<file path="src/design/isort_pkg.sv">
// ----------------------------------------------------------------------------
// isort_pkg: shared types for the insertion sorter
// Beat payloads for the input and result channels and the per-cycle control
// word that the top level broadcasts to every cell of the chain.
// ----------------------------------------------------------------------------
package isort_pkg;

    localparam int unsigned DataWidth = 32;

    // One input beat: an element of the set and its end marker.
    typedef struct packed {
        logic signed [DataWidth-1:0] value;
        logic                        is_final;
    } in_beat_t;

    // One result beat: the next element in ascending order.
    typedef struct packed {
        logic signed [DataWidth-1:0] sorted_value;
        logic                        end_of_set;
        logic                        dropped;
    } out_beat_t;

    // Command broadcast to all cells in a cycle.
    typedef struct packed {
        logic insert;   // place the incoming value into the chain
        logic shift;    // move every entry one cell toward the output
    } cell_ctrl_t;

endpackage

</file>
<file path="src/design/isort_cell.sv">
// ----------------------------------------------------------------------------
// isort_cell: one compare-and-shift cell of the sorting chain
// Holds one element. On insert it keeps its value, takes the new value, or
// takes its left neighbor's value; on shift it takes its right neighbor's.
// ----------------------------------------------------------------------------
module isort_cell
    import isort_pkg::*;
(
    input  logic                        aclk,
    input  logic                        aresetn,
    input  cell_ctrl_t                  ctrl,
    input  logic signed [DataWidth-1:0] new_value,
    // Left neighbor (toward the output end).
    input  logic signed [DataWidth-1:0] left_data,
    input  logic                        left_valid,
    input  logic                        left_open,
    // Right neighbor (toward the tail).
    input  logic signed [DataWidth-1:0] right_data,
    input  logic                        right_valid,
    // This cell's state.
    output logic signed [DataWidth-1:0] data,
    output logic                        valid,
    output logic                        open
);

    logic signed [DataWidth-1:0] data_reg, data_next;
    logic                        valid_reg, valid_next;

    // A cell is open when the new value belongs at or before it: it is
    // empty or holds a strictly greater value. Open cells form a suffix.
    assign open = !valid_reg || (data_reg > new_value);

    // Next contents of the cell.
    always_comb begin
        data_next  = data_reg;
        valid_next = valid_reg;
        if (ctrl.insert) begin
            if (left_open) begin
                // Make room: the left neighbor's entry moves in. An empty
                // left neighbor leaves this cell empty as well.
                data_next  = left_data;
                valid_next = left_valid;
            end else if (open) begin
                // First open cell receives the new value.
                data_next  = new_value;
                valid_next = 1'b1;
            end
        end else if (ctrl.shift) begin
            data_next  = right_data;
            valid_next = right_valid;
        end
    end

    // Valid bit is control state; the data register needs no reset.
    always_ff @(posedge aclk) begin
        if (!aresetn) begin
            valid_reg <= 1'b0;
        end else begin
            valid_reg <= valid_next;
        end
    end

    always_ff @(posedge aclk) begin
        data_reg <= data_next;
    end

    assign data  = data_reg;
    assign valid = valid_reg;

endmodule

</file>
<file path="config.mk">
export PLATFORM = sky130hd
export DESIGN_NAME = isort_cell
export DESIGN_NICKNAME = d
export VERILOG_FILES = /design/src/design/isort_pkg.sv /design/src/design/isort_cell.sv
export SDC_FILE = /design/constraint.sdc
export NUM_CORES = 1
export LEC_CHECK = 0
export ABC_AREA = 1
export BUFFER_PORTS_ARGS = -buffer_cell sky130_fd_sc_hd__buf_4
export CAP_MARGIN = 20
export CORE_UTILIZATION = 47
export CTS_BUF_LIST = sky130_fd_sc_hd__clkbuf_4 sky130_fd_sc_hd__clkbuf_8
export DETAILED_ROUTE_END_ITERATION = 7
export PLACE_DENSITY = 0.89
export SLEW_MARGIN = 40
export SYNTH_ARGS = -nofsm -noshare
export SYNTH_HDL_FRONTEND = slang
export SYNTH_SLANG_ARGS = --single-unit
</file>
<file path="constraint.sdc">
create_clock -name aclk -period 2.9 [get_ports aclk]
set_clock_uncertainty 0.1 [all_clocks]
set_input_delay 0.29 -clock aclk [delete_from_list [all_inputs] [get_ports aclk]]
set_output_delay 0.29 -clock aclk [all_outputs]
set_load 0.03 [all_outputs]
</file>
[Word level (Yosys, flattened, before mapping)]
Cells that the tools add are included.
W data, S select, Z words.
Operators by class
  add/sub/neg operators: 0
  multipliers: 0
  divide/modulo/power cells: 0
  magnitude comparators: 1
  equality and inequality tests: 1
  shift operators: 0
  multiplexer cells: 8
  bitwise operators: 0
  reduce and logical (&&, ||, !) cells: 4
Operators with widths (count)
  $mux W32: 4
  $gt A32 B32 Y1: 1
  $mux W1: 4
  $ne A3 B1 Y1 const B: 1
  $reduce_and A2 Y1: 1
  $reduce_bool A2 Y1: 1
  $logic_not A1 Y1: 1
  $logic_or A1 B1 Y1: 1
Word-level totals
  register bits: 33
  latch bits: 0
  bits in writable memories: 0
  bits in read-only memories: 0
  input bits: 103
  output and inout bits: 34
  word-level logic and storage cells: 16
  memories: 0

[Depth between registers and ports, before layout]
  word-level depth: 5
  gate-level depth with buffers: 20
  depth with buffers taken out: 20

[Worst setup path before layout]
No wires, ideal clock.
  kind: register to register
  start point: register data_reg[31], in the netlist data[31]
  end point: register data_reg[0], in the netlist data[0], enable pin
  library setup time: 0.387 ns
  arrival time: 2.299 ns
  required time: 2.413 ns
  slack: 0.115 ns
  cell stages (with the launch flop): 14
  buffers on the path: 0
  period minus slack after synthesis: 2.785 ns
  path through: edfxtp_1 -> ha_1 -> nand2_1 -> nor2_2 -> nand2_2 -> nor2_2 -> nand2_1 -> nand2_1 -> nand2_1 -> nand2_1 -> nand2_2 -> nand3_2 -> nand2_1 -> inv_1
Between the ends
  word-level cells in the longest chain between the ends: 4
RTL lines
  from (decl): RTL line isort_cell.sv:26  | logic signed [DataWidth-1:0] data_reg, data_next;
  from (signal assigned): RTL line isort_cell.sv:64  | data_reg <= data_next;
  $gt A32 B32 Y1: RTL line isort_cell.sv:31  | assign open = !valid_reg || (data_reg > new_value);
  $logic_or A1 B1 Y1: RTL line isort_cell.sv:31
  $ne A3 B1 Y1 (no line)
  $reduce_and A2 Y1 (no line)
Every way passes these cells.
A chain may end at the register's enable or synchronous reset.

[Worst setup path after layout]
  start point: register data_reg[29], in the netlist data[29]
  end point: register data_reg[29], in the netlist data[29], enable pin
The elaborated chain is that of the path after synthesis.

==> metrics.csv <==
metric;value;unit
Internal;1.03;mW
die area;5710;sq um
Worst-Margin Slew;550;ps
row count;26;
synthesized area;2540;sq um
max incr delay on CP;400;ps
layout cells sized above 1;37.3;%
gp weighted congestion;0.771;
GRT Overall Usage;25.8;%
Post-Place Cell Area;3620;sq um
Net Sw Frac;34.2;%
WHS Endpoint;valid;
WP buf/inv;2;
Starting Density;49.2;%
RSZ-0062 raised after global routing;no;
H-tree depth;2;
initial antenna violation count;0;
Reg-to-Reg End;data[29];
CP Class;reg -> reg;
Hold-fix buffers, CTS;0;
Die H;75.6;microns
WL met2;3780;microns
Post-Synth Adder-Cell Area;15.7;%
clk root buf;clkbuf_8;
Clock Pin Slew Worst Setup and Hold Paths;70;ps
mux share of post-synthesis cell area;0;%
crit path DAT;2470;ps
clk sinks;33;
yosys warns;0;
Non-Filler Instances;507;
Vias/cell;5.19;
worst path cell trace;ha_1 > a21oi_1 > o21a_2 > nand2_1 > a21oi_4 > nand3_1 > nand2_1 > nand2_2 > nand3_2 > nand2_1 > inv_1 > buf_4;
power share of the combinational group;37.8;%
final setup vio count;0;
max_cap viols;0;
CP Max Fanout;10;
# IOs;137;
ant diodes;0;
Min-Delay Path Class;in -> reg;
worst skew pair latency;290;ps
iteration-0 DRC count of the detailed router;133;
DR top layer;met4;
Post-CTS Setup Repair Bufs;0;
final hold vios;0;
Post-DP HPWL;5790;microns
vias;2630;
post-synthesis area per instance;8.40;sq um
PwrDens;421;nW/um^2
CP top delay family;buffers and inverters;
Rel. slew slack;63.3;%
Final ANT Viol Nets;0;
Yosys reg bits;33;
P_leak;1.88;nW
Mapped Nets;438;
critical hold path startpoint;aresetn;
Flop pwr share;40.1;%
Critical path origin;data[29];
CP max-delay cell;edfxtp_1;
Worst setup EP type;flip-flop;
Seq/Total Area, Yosys;38.5;%
TritonRoute pass-1 iters;4;
max reg flops;32;
nets;571;
post-synthesis xor/xnor area fraction;0;%
worst reg2reg setup slack;330;ps
sw power;0.533;mW
met1 wire length;2990;microns
Crit path required time;2790;ps
cts bufs inserted;5;
Routed Wire Length;7310;microns
DIE WIDTH;75.6;microns
number of port buffers;136;
Clock Tree Buf Depth;2;
area delta synth->final;45.5;%
reg-to-reg startpoint;data[29];
reg2reg path depth;12;
crit path time final;2570;ps
final non-filler cell area;3700;sq um
post_cts resized;0;
Worst setup SP type;flip-flop;
vias in the first global route;2504;
final period utilization;88.6;%
routed wl met3;436;microns
global route overflow;0;
placed insts;499;
hold path cells;4;
clock share of power;22.1;%
largest family of logic cells by synthesized area;simple AND/OR/NAND/NOR gates;
Final Max Tran Viols;0;
drt wl/cell;14.4;microns
Mapped Cells;303;
Synth Area in Simple Gates;22.9;%
first-pass GRT wire length;11000;microns
largest net degree at the start of global routing;37;
post-synth cell types;24;
setup_tns;0;ps
DR DRC count;0;
complex-gate fraction of the synthesized area;13.7;%
VDD IR max;0.265;mV
Peak Freq;389;MHz
core area;5170;sq um
Worst path most repeated cell;nand2_1;
CTS tree;yes;
Hold WS;187;ps
run status;finished, final reports clean;
[tightest hold or removal path, cell delays in order]
cell and delay (ps):
buf_4 80, o21a_1 100, nand2_1 40, inv_1 40
[power by group through the flow]
stage               logic (mW)  clock network, mW  registers (mW)
finish                   0.589              0.345           0.625
global route             0.641              0.373           0.630
CTS                      0.592              0.350           0.625
detailed placement       0.590                  0           0.634
global placement         0.571                  0           0.631
floorplan                0.232                  0           0.732
[area by class of cell]
cell class	instances	area (sq um)
flip-flops and latches	33	981
fillers	411	1470
repair buffers	140	1050
inverters	44	165
multi-input cells	212	1330
clock inverters	2	10.0
well taps	70	87.6
clock buffers	6	76.3
[how the worst max path moves through the flow]
stage / to / slack [ps] / depth (start not counted)
after floorplan: data[0] / 110 / 13
after global placement: data[25] / 380 / 16
after detailed placement: data[28] / 320 / 14
after CTS: data[28] / 330 / 14
after global routing: data[28] / 180 / 13
final: data[29] / 330 / 12
[cell usage after synthesis, drive strengths merged]
library cell,number,area share (%)
nand3,38,8.1
o22ai,1,0.25
nand2,75,11
ha,32,16
dfxtp,1,0.79
or2,1,0.25
o21a,2,0.64
o21ai,2,0.39
o211ai,31,9.1
clkbuf,12,1.8
buf,2,0.88
nor2,12,2.2
a21oi,13,3.0
edfxtp,32,38
inv,44,6.5
nand4,3,0.74
a21o,1,0.30
nor3,1,0.39
[metal layers]
layer | up-vias | global-route usage [%]
li1 | 1313 | -
met1 | 1197 | 30.2
met2 | 110 | 47.8
met3 | 10 | 5.03
met4 | 0 | 7.20
met5 | - | 0
[cells by family after synthesis]
group | after synthesis
and+or+nand+nor | 130
buffers and inverters | 58
adders and majority gates | 32
AOI/OAI and AO/OA | 50
DFF | 33
[through the flow]
| stage | util [%] | worst slack, ps | power (mW) |
|---|---|---|---|
| 5_1_grt | 71.6 | 179 | 1.64 |
| 6_report | 71.6 | 329 | 1.56 |
| 3_5_place_dp | 69.9 | 323 | 1.22 |
| 2_1_floorplan | - | 115 | 0.965 |
| 3_3_place_gp | 69.9 | 375 | 1.20 |
| 4_1_cts | 71.6 | 328 | 1.57 |
[layout by cell type (no fill, tap or decap)]
| master | n |
|---|---|
| a21o_1 | 1 |
| a21oi_1 | 12 |
| a21oi_4 | 1 |
| buf_4 | 140 |
| clkbuf_4 | 1 |
| clkbuf_8 | 5 |
| clkinv_2 | 2 |
| dfxtp_1 | 1 |
| edfxtp_1 | 32 |
| ha_1 | 32 |
| inv_1 | 42 |
| inv_2 | 2 |
| nand2_1 | 73 |
| nand2_2 | 2 |
| nand3_1 | 35 |
| nand3_2 | 3 |
| nand4_1 | 3 |
| nor2_1 | 8 |
| nor2_2 | 4 |
| nor3_2 | 1 |
| o211ai_1 | 31 |
| o21a_1 | 1 |
| o21a_2 | 1 |
| o21ai_0 | 2 |
| o22ai_1 | 1 |
| or2_2 | 1 |
Power figures use the tool's default switching activity.
